**src/sv/mqjd_pkg.sv**
```systemverilog
// shared types, codes and default sizes for the multi-queue job dispatcher
// no dependencies; imported by every module of the block
package mqjd_pkg;

    // fixed field widths of the item ports
    localparam int ACTION_W   = 2;
    localparam int QIDX_W     = 3;
    localparam int HANDLE_W   = 16;
    localparam int STATUS_W   = 2;
    localparam int CFG_W      = 4;

    // default sizes
    localparam int DEF_NUM_QUEUES = 8;
    localparam int DEF_FIFO_DEPTH = 16;
    localparam int DEF_JOB_WIDTH  = 16;

    // reset value of the active queue count register
    localparam logic [CFG_W-1:0] ACTIVE_RESET = 4'd1;

    // action codes
    localparam logic [ACTION_W-1:0] ACT_ADD   = 2'd0;
    localparam logic [ACTION_W-1:0] ACT_SET   = 2'd1;
    localparam logic [ACTION_W-1:0] ACT_CLEAR = 2'd2;
    localparam logic [ACTION_W-1:0] ACT_GET   = 2'd3;

    // result status codes
    localparam logic [STATUS_W-1:0] STAT_OK        = 2'd0;
    localparam logic [STATUS_W-1:0] STAT_NO_JOB    = 2'd1;
    localparam logic [STATUS_W-1:0] STAT_FULL      = 2'd2;
    localparam logic [STATUS_W-1:0] STAT_BAD_INDEX = 2'd3;

    // controller states
    typedef enum logic [2:0] {
        ST_IDLE,
        ST_EXEC,
        ST_SCAN,
        ST_READ,
        ST_FINISH
    } ctl_state_t;

    // commands from controller to datapath
    typedef struct packed {
        logic capture;
        logic exec;
        logic scan_step;
        logic read_done;
        logic out_load;
    } dp_cmd_t;

    // status from datapath to controller
    typedef struct packed {
        logic is_get;
        logic slot_hit;
        logic nonempty;
        logic scan_last;
    } dp_sts_t;

endpackage

```
**src/sv/mqjd_ctrl.sv**
```systemverilog
// controller state machine of the multi-queue job dispatcher
// depends on mqjd_pkg; drives datapath commands and the channel handshakes
module mqjd_ctrl (
    input  logic              clk,
    input  logic              rst_n,
    input  logic              in_valid,
    output logic              in_stall,
    output logic              out_valid,
    input  logic              out_stall,
    input  mqjd_pkg::dp_sts_t sts,
    output mqjd_pkg::dp_cmd_t cmd
);
    import mqjd_pkg::*;

    ctl_state_t state_reg;
    ctl_state_t state_next;
    logic       out_valid_reg;
    logic       out_valid_next;
    logic       out_free;

    // output register can take a new result
    assign out_free  = !out_valid_reg || !out_stall;
    assign in_stall  = (state_reg != ST_IDLE);
    assign out_valid = out_valid_reg;

    // next state
    always_comb
    begin
        state_next = state_reg;
        case (state_reg)
            ST_IDLE:
            begin
                if (in_valid)
                    state_next = ST_EXEC;
            end
            ST_EXEC:
            begin
                state_next = sts.is_get ? ST_SCAN : ST_FINISH;
            end
            ST_SCAN:
            begin
                if (sts.slot_hit)
                    state_next = ST_FINISH;
                else if (sts.nonempty)
                    state_next = ST_READ;
                else if (sts.scan_last)
                    state_next = ST_FINISH;
            end
            ST_READ:
            begin
                state_next = ST_FINISH;
            end
            ST_FINISH:
            begin
                if (out_free)
                    state_next = ST_IDLE;
            end
            default:
            begin
                state_next = ST_IDLE;
            end
        endcase
    end

    // datapath commands
    always_comb
    begin
        cmd = '0;
        case (state_reg)
            ST_IDLE:   cmd.capture   = in_valid;
            ST_EXEC:   cmd.exec      = 1'b1;
            ST_SCAN:   cmd.scan_step = 1'b1;
            ST_READ:   cmd.read_done = 1'b1;
            ST_FINISH: cmd.out_load  = out_free;
            default:   cmd           = '0;
        endcase
    end

    // output valid follows loads and transfers
    always_comb
    begin
        if (cmd.out_load)
            out_valid_next = 1'b1;
        else if (out_valid_reg && !out_stall)
            out_valid_next = 1'b0;
        else
            out_valid_next = out_valid_reg;
    end

    always_ff @(posedge clk or negedge rst_n)
    begin
        if (!rst_n)
        begin
            state_reg     <= ST_IDLE;
            out_valid_reg <= 1'b0;
        end
        else
        begin
            state_reg     <= state_next;
            out_valid_reg <= out_valid_next;
        end
    end

endmodule

```
**src/sv/mqjd_datapath.sv**
```systemverilog
// datapath of the multi-queue job dispatcher: queue pointers, slots, job memory
// depends on mqjd_pkg; sequenced by mqjd_ctrl through dp_cmd_t / dp_sts_t
module mqjd_datapath #(
    parameter int NUM_QUEUES = mqjd_pkg::DEF_NUM_QUEUES,
    parameter int FIFO_DEPTH = mqjd_pkg::DEF_FIFO_DEPTH,
    parameter int JOB_WIDTH  = mqjd_pkg::DEF_JOB_WIDTH
) (
    input  logic                            clk,
    input  logic                            rst_n,
    input  logic                            cfg_we,
    input  logic [mqjd_pkg::CFG_W-1:0]      cfg_data,
    input  logic [mqjd_pkg::ACTION_W-1:0]   action,
    input  logic [mqjd_pkg::QIDX_W-1:0]     queue_index,
    input  logic [mqjd_pkg::HANDLE_W-1:0]   job_handle,
    input  mqjd_pkg::dp_cmd_t               cmd,
    output mqjd_pkg::dp_sts_t               sts,
    output logic [mqjd_pkg::STATUS_W-1:0]   status,
    output logic [mqjd_pkg::HANDLE_W-1:0]   job_out,
    output logic [mqjd_pkg::QIDX_W-1:0]     source_queue,
    output logic                            from_slot,
    output logic                            slot_occupied
);
    import mqjd_pkg::*;

    localparam int QW        = (NUM_QUEUES > 1) ? $clog2(NUM_QUEUES) : 1;
    localparam int NW        = $clog2(NUM_QUEUES + 1);
    localparam int CW        = (NW > CFG_W) ? NW : CFG_W;
    localparam int PW        = $clog2(FIFO_DEPTH);
    localparam int FW        = $clog2(FIFO_DEPTH + 1);
    localparam int AW        = QW + PW;
    localparam int MEM_DEPTH = 1 << AW;

    // configuration and captured request
    logic [CFG_W-1:0]     active_reg;
    logic [ACTION_W-1:0]  req_action_reg;
    logic [QIDX_W-1:0]    req_q_reg;
    logic [JOB_WIDTH-1:0] req_job_reg;

    // per-queue control state
    logic [PW-1:0]         head_reg  [NUM_QUEUES];
    logic [PW-1:0]         tail_reg  [NUM_QUEUES];
    logic [FW-1:0]         count_reg [NUM_QUEUES];
    logic [NUM_QUEUES-1:0] slot_valid_reg;
    logic [JOB_WIDTH-1:0]  slot_job_reg [NUM_QUEUES];

    // scan position
    logic [QW-1:0] scan_idx_reg;
    logic [QW-1:0] scan_idx_next;
    logic [CW-1:0] scan_cnt_reg;

    // job memory, one region of 2**PW entries per queue
    logic [JOB_WIDTH-1:0] mem [MEM_DEPTH];
    logic [JOB_WIDTH-1:0] mem_rd_reg;

    // pending result
    logic [STATUS_W-1:0]  res_status_reg;
    logic [JOB_WIDTH-1:0] res_job_reg;
    logic [QW-1:0]        res_src_reg;
    logic                 res_slot_reg;

    // output register
    logic [STATUS_W-1:0]  status_reg;
    logic [HANDLE_W-1:0]  job_out_reg;
    logic [QIDX_W-1:0]    source_queue_reg;
    logic                 from_slot_reg;
    logic                 slot_occupied_reg;

    logic [CW-1:0] act_ext;
    logic [CW-1:0] n_cnt;
    logic [CW-1:0] q_ext;
    logic [CW-1:0] scan_ext;
    logic [CW-1:0] scan_nxt_ext;
    logic [QW-1:0] q_idx;
    logic          q_ok;
    logic          q_in_range;
    logic          add_full;
    logic          slot_hit;
    logic          nonempty;
    logic          scan_last;
    logic [PW-1:0] tail_q;
    logic [PW-1:0] head_s;

    // active queue count saturated into 1..NUM_QUEUES
    always_comb
    begin
        act_ext = CW'(active_reg);
        if (act_ext == '0)
            n_cnt = CW'(1);
        else if (act_ext > CW'(NUM_QUEUES))
            n_cnt = CW'(NUM_QUEUES);
        else
            n_cnt = act_ext;
    end

    // request decode
    assign q_ext      = CW'(req_q_reg);
    assign q_idx      = QW'(req_q_reg);
    assign q_ok       = q_ext < n_cnt;
    assign q_in_range = q_ext < CW'(NUM_QUEUES);
    assign tail_q     = tail_reg[q_idx];
    assign add_full   = count_reg[q_idx] >= FW'(FIFO_DEPTH);

    // scan step checks on the current queue
    assign scan_ext     = CW'(scan_idx_reg);
    assign scan_nxt_ext = scan_ext + CW'(1);
    assign head_s       = head_reg[scan_idx_reg];
    assign slot_hit     = (scan_ext == q_ext) && slot_valid_reg[scan_idx_reg];
    assign nonempty     = count_reg[scan_idx_reg] != '0;
    assign scan_last    = (scan_cnt_reg + CW'(1)) >= n_cnt;
    assign scan_idx_next = (scan_nxt_ext >= n_cnt) ? '0 : QW'(scan_nxt_ext);

    assign sts.is_get    = (req_action_reg == ACT_GET);
    assign sts.slot_hit  = slot_hit;
    assign sts.nonempty  = nonempty;
    assign sts.scan_last = scan_last;

    // control state: config, pointers, counts, slot valid bits, scan position
    always_ff @(posedge clk or negedge rst_n)
    begin
        if (!rst_n)
        begin
            active_reg     <= ACTIVE_RESET;
            slot_valid_reg <= '0;
            scan_idx_reg   <= '0;
            scan_cnt_reg   <= '0;
            for (int i = 0; i < NUM_QUEUES; i++)
            begin
                head_reg[i]  <= '0;
                tail_reg[i]  <= '0;
                count_reg[i] <= '0;
            end
        end
        else
        begin
            if (cfg_we)
                active_reg <= cfg_data;

            if (cmd.exec)
            begin
                if (req_action_reg == ACT_GET)
                begin
                    scan_idx_reg <= q_ok ? q_idx : '0;
                    scan_cnt_reg <= '0;
                end
                else if (q_ok)
                begin
                    case (req_action_reg)
                        ACT_ADD:
                        begin
                            if (!add_full)
                            begin
                                tail_reg[q_idx]  <= (tail_q == PW'(FIFO_DEPTH - 1)) ?
                                                    '0 : tail_q + PW'(1);
                                count_reg[q_idx] <= count_reg[q_idx] + FW'(1);
                            end
                        end
                        ACT_SET:   slot_valid_reg[q_idx] <= 1'b1;
                        ACT_CLEAR: slot_valid_reg[q_idx] <= 1'b0;
                        default:   slot_valid_reg <= slot_valid_reg;
                    endcase
                end
            end

            if (cmd.scan_step && !slot_hit)
            begin
                if (nonempty)
                begin
                    head_reg[scan_idx_reg]  <= (head_s == PW'(FIFO_DEPTH - 1)) ?
                                               '0 : head_s + PW'(1);
                    count_reg[scan_idx_reg] <= count_reg[scan_idx_reg] - FW'(1);
                end
                else
                begin
                    scan_idx_reg <= scan_idx_next;
                    scan_cnt_reg <= scan_cnt_reg + CW'(1);
                end
            end
        end
    end

    // request capture, slot jobs and pending result
    always_ff @(posedge clk)
    begin
        if (cmd.capture)
        begin
            req_action_reg <= action;
            req_q_reg      <= queue_index;
            req_job_reg    <= JOB_WIDTH'(job_handle);
        end

        if (cmd.exec)
        begin
            res_status_reg <= STAT_OK;
            res_job_reg    <= '0;
            res_src_reg    <= '0;
            res_slot_reg   <= 1'b0;
            if (req_action_reg != ACT_GET)
            begin
                if (!q_ok)
                    res_status_reg <= STAT_BAD_INDEX;
                else if (req_action_reg == ACT_ADD && add_full)
                    res_status_reg <= STAT_FULL;
                else if (req_action_reg == ACT_SET)
                    slot_job_reg[q_idx] <= req_job_reg;
            end
        end

        if (cmd.scan_step)
        begin
            if (slot_hit)
            begin
                res_job_reg  <= slot_job_reg[scan_idx_reg];
                res_src_reg  <= scan_idx_reg;
                res_slot_reg <= 1'b1;
            end
            else if (nonempty)
                res_src_reg <= scan_idx_reg;
            else if (scan_last)
                res_status_reg <= STAT_NO_JOB;
        end

        if (cmd.read_done)
            res_job_reg <= mem_rd_reg;
    end

    // job memory: push on add, registered read on pop
    always_ff @(posedge clk)
    begin
        if (cmd.exec && req_action_reg == ACT_ADD && q_ok && !add_full)
            mem[{q_idx, tail_q}] <= req_job_reg;
        if (cmd.scan_step && !slot_hit && nonempty)
            mem_rd_reg <= mem[{scan_idx_reg, head_s}];
    end

    // output register
    always_ff @(posedge clk)
    begin
        if (cmd.out_load)
        begin
            status_reg        <= res_status_reg;
            job_out_reg       <= HANDLE_W'(res_job_reg);
            source_queue_reg  <= QIDX_W'(res_src_reg);
            from_slot_reg     <= res_slot_reg;
            slot_occupied_reg <= q_in_range && slot_valid_reg[q_idx];
        end
    end

    assign status        = status_reg;
    assign job_out       = job_out_reg;
    assign source_queue  = source_queue_reg;
    assign from_slot     = from_slot_reg;
    assign slot_occupied = slot_occupied_reg;

endmodule

```
**src/sv/multi_queue_job_dispatcher.sv**
```systemverilog
// Multi-queue job dispatcher: per-queue job FIFOs plus one sticky slot job per queue.
// A new transfer is taken only while idle. Add, set and clear pass through execute and
// finish; a get passes through execute and the scan and is served from the requester's
// slot, pops a FIFO after skipping empty queues, or finds nothing in the active queues.
// The get scan checks one queue per cycle; a FIFO pop adds a step for the registered
// read of the job memory. A finished result waits in the output register while the
// next item is taken in.
// depends on mqjd_pkg, mqjd_ctrl and mqjd_datapath
module multi_queue_job_dispatcher #(
    parameter int NUM_QUEUES = mqjd_pkg::DEF_NUM_QUEUES,
    parameter int FIFO_DEPTH = mqjd_pkg::DEF_FIFO_DEPTH,
    parameter int JOB_WIDTH  = mqjd_pkg::DEF_JOB_WIDTH
) (
    input  logic                          clk,
    input  logic                          rst_n,
    input  logic                          cfg_we,
    input  logic [mqjd_pkg::CFG_W-1:0]    cfg_data,
    input  logic                          in_valid,
    output logic                          in_stall,
    input  logic [mqjd_pkg::ACTION_W-1:0] action,
    input  logic [mqjd_pkg::QIDX_W-1:0]   queue_index,
    input  logic [mqjd_pkg::HANDLE_W-1:0] job_handle,
    output logic                          out_valid,
    input  logic                          out_stall,
    output logic [mqjd_pkg::STATUS_W-1:0] status,
    output logic [mqjd_pkg::HANDLE_W-1:0] job_out,
    output logic [mqjd_pkg::QIDX_W-1:0]   source_queue,
    output logic                          from_slot,
    output logic                          slot_occupied
);
    import mqjd_pkg::*;

    dp_cmd_t cmd;
    dp_sts_t sts;

    // sequencing
    mqjd_ctrl u_ctrl (
        .clk       (clk),
        .rst_n     (rst_n),
        .in_valid  (in_valid),
        .in_stall  (in_stall),
        .out_valid (out_valid),
        .out_stall (out_stall),
        .sts       (sts),
        .cmd       (cmd)
    );

    // queue state and result path
    mqjd_datapath #(
        .NUM_QUEUES (NUM_QUEUES),
        .FIFO_DEPTH (FIFO_DEPTH),
        .JOB_WIDTH  (JOB_WIDTH)
    ) u_datapath (
        .clk           (clk),
        .rst_n         (rst_n),
        .cfg_we        (cfg_we),
        .cfg_data      (cfg_data),
        .action        (action),
        .queue_index   (queue_index),
        .job_handle    (job_handle),
        .cmd           (cmd),
        .sts           (sts),
        .status        (status),
        .job_out       (job_out),
        .source_queue  (source_queue),
        .from_slot     (from_slot),
        .slot_occupied (slot_occupied)
    );

    // at most one datapath command per cycle
    a_cmd_onehot: assert property (@(posedge clk) disable iff (!rst_n)
        $onehot0({cmd.capture, cmd.exec, cmd.scan_step, cmd.read_done, cmd.out_load}))
        else $error("more than one datapath command active");

    // an accepted item keeps the input side busy in the next cycle
    a_busy_after_transfer: assert property (@(posedge clk) disable iff (!rst_n)
        (in_valid && !in_stall) |=> in_stall)
        else $error("input not stalled after transfer");

    // a slot job leaves the slot in place and reports success
    a_slot_result: assert property (@(posedge clk) disable iff (!rst_n)
        (out_valid && from_slot) |-> (status == STAT_OK && slot_occupied))
        else $error("slot result without ok status or occupied slot");

    // failed results carry no job
    a_fail_no_job: assert property (@(posedge clk) disable iff (!rst_n)
        (out_valid && status != STAT_OK) |-> (job_out == '0 && !from_slot))
        else $error("failed result carries a job");

endmodule

```
**config.mk**
```make
export PLATFORM = sky130hd
export DESIGN_NAME = multi_queue_job_dispatcher
export DESIGN_NICKNAME = d
export VERILOG_FILES = /design/src/sv/mqjd_pkg.sv /design/src/sv/mqjd_ctrl.sv /design/src/sv/mqjd_datapath.sv /design/src/sv/multi_queue_job_dispatcher.sv
export SDC_FILE = /design/constraint.sdc
export NUM_CORES = 2
export LEC_CHECK = 0
export BUFFER_PORTS_ARGS = -buffer_cell sky130_fd_sc_hd__buf_2
export CAP_MARGIN = 10
export CORE_ASPECT_RATIO = 0.6
export CORE_UTILIZATION = 30
export DETAILED_ROUTE_END_ITERATION = 7
export GPL_TIMING_DRIVEN = 0
export HOLD_SLACK_MARGIN = 0.06
export PLACE_DENSITY = 0.45
export SLEW_MARGIN = 25
export SYNTH_ARGS = -nofsm -noshare
export SYNTH_HDL_FRONTEND = slang
export SYNTH_SLANG_ARGS = --single-unit
```
**constraint.sdc**
```tcl
create_clock -name clk -period 4.05 [get_ports clk]
set_clock_uncertainty 0.05 [all_clocks]
set_input_delay 1.0125 -clock clk [delete_from_list [all_inputs] [get_ports clk]]
set_output_delay 1.0125 -clock clk [all_outputs]
set_load 0.005 [all_outputs]
```
* Word-level counts from Yosys, hierarchy flattened
Memories as Yosys holds them, arrays and structs flattened. A register that Yosys moved wholly into a read port is not among the register bits.
Cells that the tools add are included.
** Word-level totals
- Flip-flop bits (word level) :: 193
- Memory bits (writable) :: 2176
- Input bits :: 30
- Output and inout port bits :: 25
- Word-level logic and storage cells :: 205
- Memories :: 2
** Operators by class
- Add/sub/neg operators :: 6
- Magnitude comparators :: 13
- Equal/unequal tests :: 14
- Multiplexer cells :: 93
- Bitwise gates (word level) :: 7
- Reduce and logical (&&, ||, !) cells :: 28
** Memory list
- u_datapath.mem :: words 128, width 16, rd ports 1, clocked after Yosys merged registers in 1, wr ports 1, line mqjd_datapath.sv:52 : logic [JOB_WIDTH-1:0] mem [MEM_DEPTH];
- u_datapath.slot_job_reg :: words 8, width 16, rd ports 1, clocked after Yosys merged registers in 0, wr ports 1, line mqjd_datapath.sv:44 : logic [JOB_WIDTH-1:0] slot_job_reg [NUM_QUEUES];
** Operator list (number)
- $mux W40 :: 7
- $bwmux W40 :: 2
- $bwmux W32 :: 2
- $mux W16 :: 4
- $mux W4 :: 14
- $mux W3 :: 16
- $bmux W5 S3 :: 2
- $demux W5 S3 :: 2
- $mux W5 :: 6
- $bmux W4 S3 :: 2
- $demux W4 S3 :: 2
- $mux W1 :: 21
- $mux W2 :: 8
- $pmux W8 S2 :: 1
- $pmux W3 S5 :: 1
- $add A4 B1 Y4 const B :: 3
- $logic_and A1 B1 Y1 :: 12
- $lt A3 B4 Y1 const B :: 3
- $and A8 B8 Y8 :: 1
- $eq A4 B4 Y1 const B :: 2
- $ge A4 B4 Y1 :: 2
- $ge A4 B4 Y1 const B :: 2
- $lt A4 B1 Y1 const B :: 2
- $not A3 Y4 :: 2
- 33 further kinds :: 42

* Logic depth before layout (Yosys ltp)
- Depth in word-level cells :: 14
- Mapped depth :: 17
- Depth with buffers taken out :: 13

* Modules after synthesis
A second synthesis with hierarchy kept.
** Second synthesis, totals
- Cell total of the unflattened synthesis :: 6355
- Area total of the unflattened synthesis :: 95730.6 um2
** By module, submodules not included
- mqjd_datapath :: instances 1, cells an instance 6325, area an instance 95486.6 um2
- mqjd_ctrl :: instances 1, cells an instance 30, area an instance 244.0 um2

* Least setup slack after synthesis
Ideal clock, no wire load.
- Kind :: reg2reg
- Start :: reg u_datapath.req_q_reg[1] (netlist: u_datapath.q_idx[1])
- End :: mem u_datapath.mem[112][0] (netlist bit) (enable)
- Data arrival time :: 3.250 ns
- Data required time :: 3.612 ns
- Slack :: 0.361 ns
- Cell stages (with the launch flop) :: 11
- Cells stage by stage :: edfxtp_1 clkbuf_1 mux4_2 mux2i_1 nand2_1 nor3_1 inv_1 or3_1 clkbuf_1 clkbuf_1 nor2_1
** On the way
- Word-level cells in the longest chain between the ends :: 9
** Ends and longest elaborated chain
- start, declared :: line mqjd_datapath.sv:36 : logic [QIDX_W-1:0] req_q_reg;
- start signal, assigned :: line mqjd_datapath.sv:187 : req_q_reg <= queue_index;
- $not A3 Y4 (implied by the code) :: line mqjd_datapath.sv:100, mqjd_datapath.sv:101
- $bmux W5 S3 :: line mqjd_datapath.sv:101 : assign add_full = count_reg[q_idx] >= FW'(FIFO_DEPTH);
- $mux W5 (implied by the code) (2 in series) :: line mqjd_datapath.sv:101
- $ge A5 B5 Y1 :: line mqjd_datapath.sv:101
- $logic_not A1 Y1
- $logic_and A1 B1 Y1 :: line mqjd_datapath.sv:229 : if (cmd.exec && req_action_reg == ACT_ADD && q_ok && !add_full)
- $mux W1 :: line mqjd_datapath.sv:229
- $mux W1 (implied by the code) :: line mqjd_datapath.sv:230 : mem[{q_idx, tail_q}] <= req_job_reg;
- end, declared :: line mqjd_datapath.sv:52
Parallel ways exist; a longest one is shown, timed or not. The select of a mux whose other input is x is not followed.

* Final worst setup path
- Start :: reg u_datapath.scan_idx_reg[2]
- End :: reg u_datapath.mem_rd_reg[7], read port of u_datapath.mem (data pin)
** On the way
- Word-level cells in the longest chain between the ends :: 6
** Ends and longest elaborated chain
- start, declared :: line mqjd_datapath.sv:47 : logic [QW-1:0] scan_idx_reg;
- start signal, assigned :: line mqjd_datapath.sv:142 : scan_idx_reg <= q_ok ? q_idx : '0;
- start signal, assigned :: line mqjd_datapath.sv:174 : scan_idx_reg <= scan_idx_next;
- $not A3 Y4 (implied by the code) / $bmux W1 S3 (equally long branches) :: line mqjd_datapath.sv:106, mqjd_datapath.sv:108, mqjd_datapath.sv:107
- $bmux W5 S3 / $mux W1 (equally long branches) :: line mqjd_datapath.sv:108, mqjd_datapath.sv:107
- $mux W5 (implied by the code) / $logic_and A1 B1 Y1 (equally long branches) :: line mqjd_datapath.sv:108, mqjd_datapath.sv:107
- $mux W5 (implied by the code) / $logic_not A1 Y1 (equally long branches) :: line mqjd_datapath.sv:108, mqjd_datapath.sv:231
- $reduce_bool A5 Y1 / $logic_and A1 B1 Y1 (equally long branches) :: line mqjd_datapath.sv:108, mqjd_datapath.sv:231
- $logic_and A1 B1 Y1 :: line mqjd_datapath.sv:231 : if (cmd.scan_step && !slot_hit && nonempty)
- end, declared :: line mqjd_datapath.sv:53 : logic [JOB_WIDTH-1:0] mem_rd_reg;
Parallel ways exist; a longest one is shown, timed or not. The select of a mux whose other input is x is not followed.
A chain may end at the register's enable or synchronous reset.

==> results.py <==
metrics = {
    "hold_path": {
        "whs_path_depth": 1,
        "hold_start": "job_handle[5]",
        "hold_path_class": "in2reg",
        "holdPathEnd": "u_datapath.req_job_reg[5]$_DFFE_PP_",
    },
    "clock_tree": {
        "clockRootBuffer": "clkbuf_16",
        "clk_latency_ns": 0.92,
        "htree_levels": 4,
        "cts.clk_slew.worst_paths_ns": 0.07,
        "cts_made_buffers": 223,
        "clock_sinks": 2385,
        "clk_path_buf_depth": 4,
        "cts_tree": "done",
    },
    "placed_design": {
        "post-place-ws_ns": -3.15,
        "gp_congestion": 1.01,
        "port_buffers": 54,
        "placed_area_mm2": 0.109,
        "dp_hpwl_um": 363000,
    },
    "setup_path": {
        "cp-start-kind": "flop",
        "critical_path.reg2reg.startpoint": "u_datapath.scan_idx_reg[2]$_DFF_PN0_",
        "cp_top_family": "multiplexers",
        "r2r_end": "u_datapath.mem_rd_reg[7]$_DFFE_PP_",
        "crit_arrival_ns": 5.33,
        "worstSetupPathType": "reg2reg",
        "r2r.worst_path.cells": 12,
        "worst_ep_required_time_ns": 4.69,
        "cp_num_cells": 12,
        "path_buf_inv": 6,
        "worstSetupEndpointType": "flop",
        "crit_path_max_fanout": 11,
        "slowest_stage": "mux4_2",
        "crit_chain": "buf_4, mux4_2, buf_12, buf_8, buf_12, buf_16, mux2i_4, o2111ai_4, nand4_1, buf_6, nand4_1, a211oi_4",
        "crit_path_max_incr_delay_ns": 0.66,
        "r2r_slack_ns": -0.64,
    },
    "global_routing": {
        "groute.usage.overall_pct": 29.2,
        "grt_pass1_wl_um": 625000,
        "grt_max_degree": 69,
        "antenna_found_initial": 50,
        "grt_pass1_vias": 63500,
        "grt.overflow.total": 0,
    },
    "route": {
        "vias_per_cell": 5.93,
        "route.detailed.drc": 3,
        "drt_first_iter_violations": 14100,
        "vias": 72400,
        "drt-pass1-iter-count": 8,
        "ant_nets": 0,
        "wl_per_cell_um": 39.8,
        "drt_wl_total_um": 486000,
    },
    "layout": {
        "fin_area_mm2": 0.122,
        "fin_nets": 7821,
        "largest_register_ffs": 2048,
        "fin_util_pct": 38.5,
        "drive_above_1_share_pct": 23.5,
        "area_delta_synth_final_pct": 27.3,
    },
    "synth": {
        "synth_top_area_cell": "edfxtp_1",
        "synthesis.instances": 7007,
        "synth_most_common_cell": "edfxtp_1",
        "ys_ff_latch": 2385,
        "synth_edf_count": 2236,
        "syn_area_per_cell_um2": 13.7,
        "synth_commonest_cells": "edfxtp_1, nand2_1, nand3_1, nor2_1, buf_2",
        "yosys-top-cells-area": "edfxtp_1, nand2_1, dfrtp_1",
        "synth_area_mm2": 0.0960,
        "synth_ff_type": "edfxtp_1",
        "yosysUniqueCellTypes": 84,
        "synthArstFlopShare_pct": 5.32,
        "synth_warnings": 0,
        "yosysSeqAreaShare_pct": 73.7,
        "syn-num-nets": 7057,
        "synth_top_cell_area_share_pct": 70.0,
    },
    "sta": {
        "worst_pin_slew_ns": 1.27,
        "layout_setup_ws_ns": -0.639,
        "setup_viol": 26,
        "hold_viol": 0,
        "finalWorstPathRequiredPeriod_ns": 4.69,
        "fin_crit_sh_pct": 116,
        "rsz0062_at_grt": "true",
        "hold_ws_ns": 0.215,
        "relSlewSlack_pct": 15.4,
        "fmax_ghz": 0.213,
        "setup_tns_ns": -8.02,
        "drv_slew": 0,
    },
    "die": {
        "rows": 160,
        "core-area_mm2": 0.318,
        "pin_count": 55,
        "die_x_um": 732,
        "die_h_um": 440,
        "dieArea_mm2": 0.322,
        "start_util_pct": 30.2,
    },
    "pwr": {
        "p_leak_nw": 41.5,
        "p_per_area_mw_per_mm2": 818,
        "ir_worst_vdd_mv": 0.606,
    },
    "run_status": {
        "status": "finished, violations left",
        "violations": "design-rule violations, negative setup slack",
    },
    "run": {
        "maxCapViolCount": 0,
    },
}
==> per-layer routing <==
| layer | vias to the layer above | share of wire [%] | global-route usage [%] |
|---|---|---|---|
| met5 | - | 0.30 | 1.70 |
| met4 | 28 | 3.0 | 7.76 |
| met3 | 692 | 19 | 16.8 |
| met2 | 5820 | 36 | 35.3 |
| met1 | 37800 | 42 | 42.9 |
| li1 | 28000 | - | - |
==> worst max-delay path by stage <==
stage	start	endpoint
after global placement	u_datapath.scan_idx_reg[1]$_DFF_PN0_	u_datapath.mem_rd_reg[7]$_DFFE_PP_
after detailed placement	u_datapath.scan_idx_reg[1]$_DFF_PN0_	u_datapath.mem_rd_reg[7]$_DFFE_PP_
after CTS	u_datapath.scan_idx_reg[1]$_DFF_PN0_	u_datapath.mem_rd_reg[7]$_DFFE_PP_
after floorplan	u_datapath.q_idx[1]$_DFFE_PP_	u_datapath.mem[112][0]$_DFFE_PP_
after global routing	u_datapath.scan_idx_reg[2]$_DFF_PN0_	u_datapath.mem_rd_reg[7]$_DFFE_PP_
final	u_datapath.scan_idx_reg[2]$_DFF_PN0_	u_datapath.mem_rd_reg[7]$_DFFE_PP_
==> layout make-up <==
| type | instances | area [µm²] |
|---|---|---|
| Antenna cell | 51 | 128 |
| Inverter | 46 | 193 |
| Sequential cell | 2385 | 70800 |
| Clock buffer | 269 | 5830 |
| Tap cell | 4212 | 5270 |
| Fill cell | 29600 | 195000 |
| Timing Repair Buffer | 545 | 8180 |
| Buffer | 450 | 4140 |
| Multi-Input combinational cell | 4120 | 26600 |
| Clock inverter | 132 | 1120 |
==> where the power goes <==
part	total (mW)	leakage (nW)	switching [mW]	internal [mW]
clock network	21.4	3.41	10.0	11.4
logic	49.1	16.1	36.0	13.1
registers	29.5	22.0	0.605	28.9
total	100	41.5	46.6	53.4
==> worst reg2reg max path: stages (launching register included) <==
cell and delay (ns):
dfrtp_2 0.47, buf_4 0.28, mux4_2 0.67, buf_12 0.21, buf_8 0.18, buf_12 0.20
buf_16 0.20, mux2i_4 0.67, o2111ai_4 0.44, nand4_1 0.30, buf_6 0.24, nand4_1 0.18
a211oi_4 0.41
==> cells in the final DEF, fill, tap and decap left out, drive strengths merged, types with 20 or more instances in the layout <==
master / instances
o21ai: 161
diode: 51
clkinv: 103
mux4: 42
edfxtp: 2236
buf: 852
and3: 109
nand2: 1722
a22o: 22
mux2: 74
clkbuf: 406
a22oi: 65
ha: 20
inv: 48
o221ai: 21
o211ai: 32
a211oi: 53
nor3: 20
a221oi: 46
nand4: 32
a21oi: 217
a311o: 28
dfrtp: 126
nor2: 243
o2111a: 36
nand3: 534
a31oi: 160
a311oi: 102
mux2i: 163
dfxtp: 22
==> timing repair <==
| action | CTS | global route |
|---|---|---|
| cloned | 2 | 0 |
| endpoints found under the hold margin | 58 | 0 |
| pin swaps | 119 | 38 |
| hold buffers | 1 | 0 |
| setup buffers | 144 | 36 |
| resized for setup | 969 | 151 |
| endpoints found under the setup margin | 2221 | 551 |
==> kinds of logic (layout without fill, tap and decap cells) <==
kind of cell               after synthesis  after routing  share of synthesized area (%)
AOI/OAI and AO/OA                     1062           1062                           7.74
xor gates and xnor gates                13             13                          0.119
adders and majority gates               20             20                          0.261
buffers and inverters                  502           1442                           2.43
DFF                                   2385           2385                           73.7
muxes                                  279            279                           3.56
other                                    0             51                              0
and+or+nand+nor                       2746           2746                           12.1
==> per-stage QoR <==
step,std cells,power (mW)
floorplan,7007,46.5
global route,12200,101
CTS,12100,95.9
finish,12200,100
detailed placement,11600,70.1
global placement,11300,68.3
Note: power is estimated with default switching activity, not from simulation.
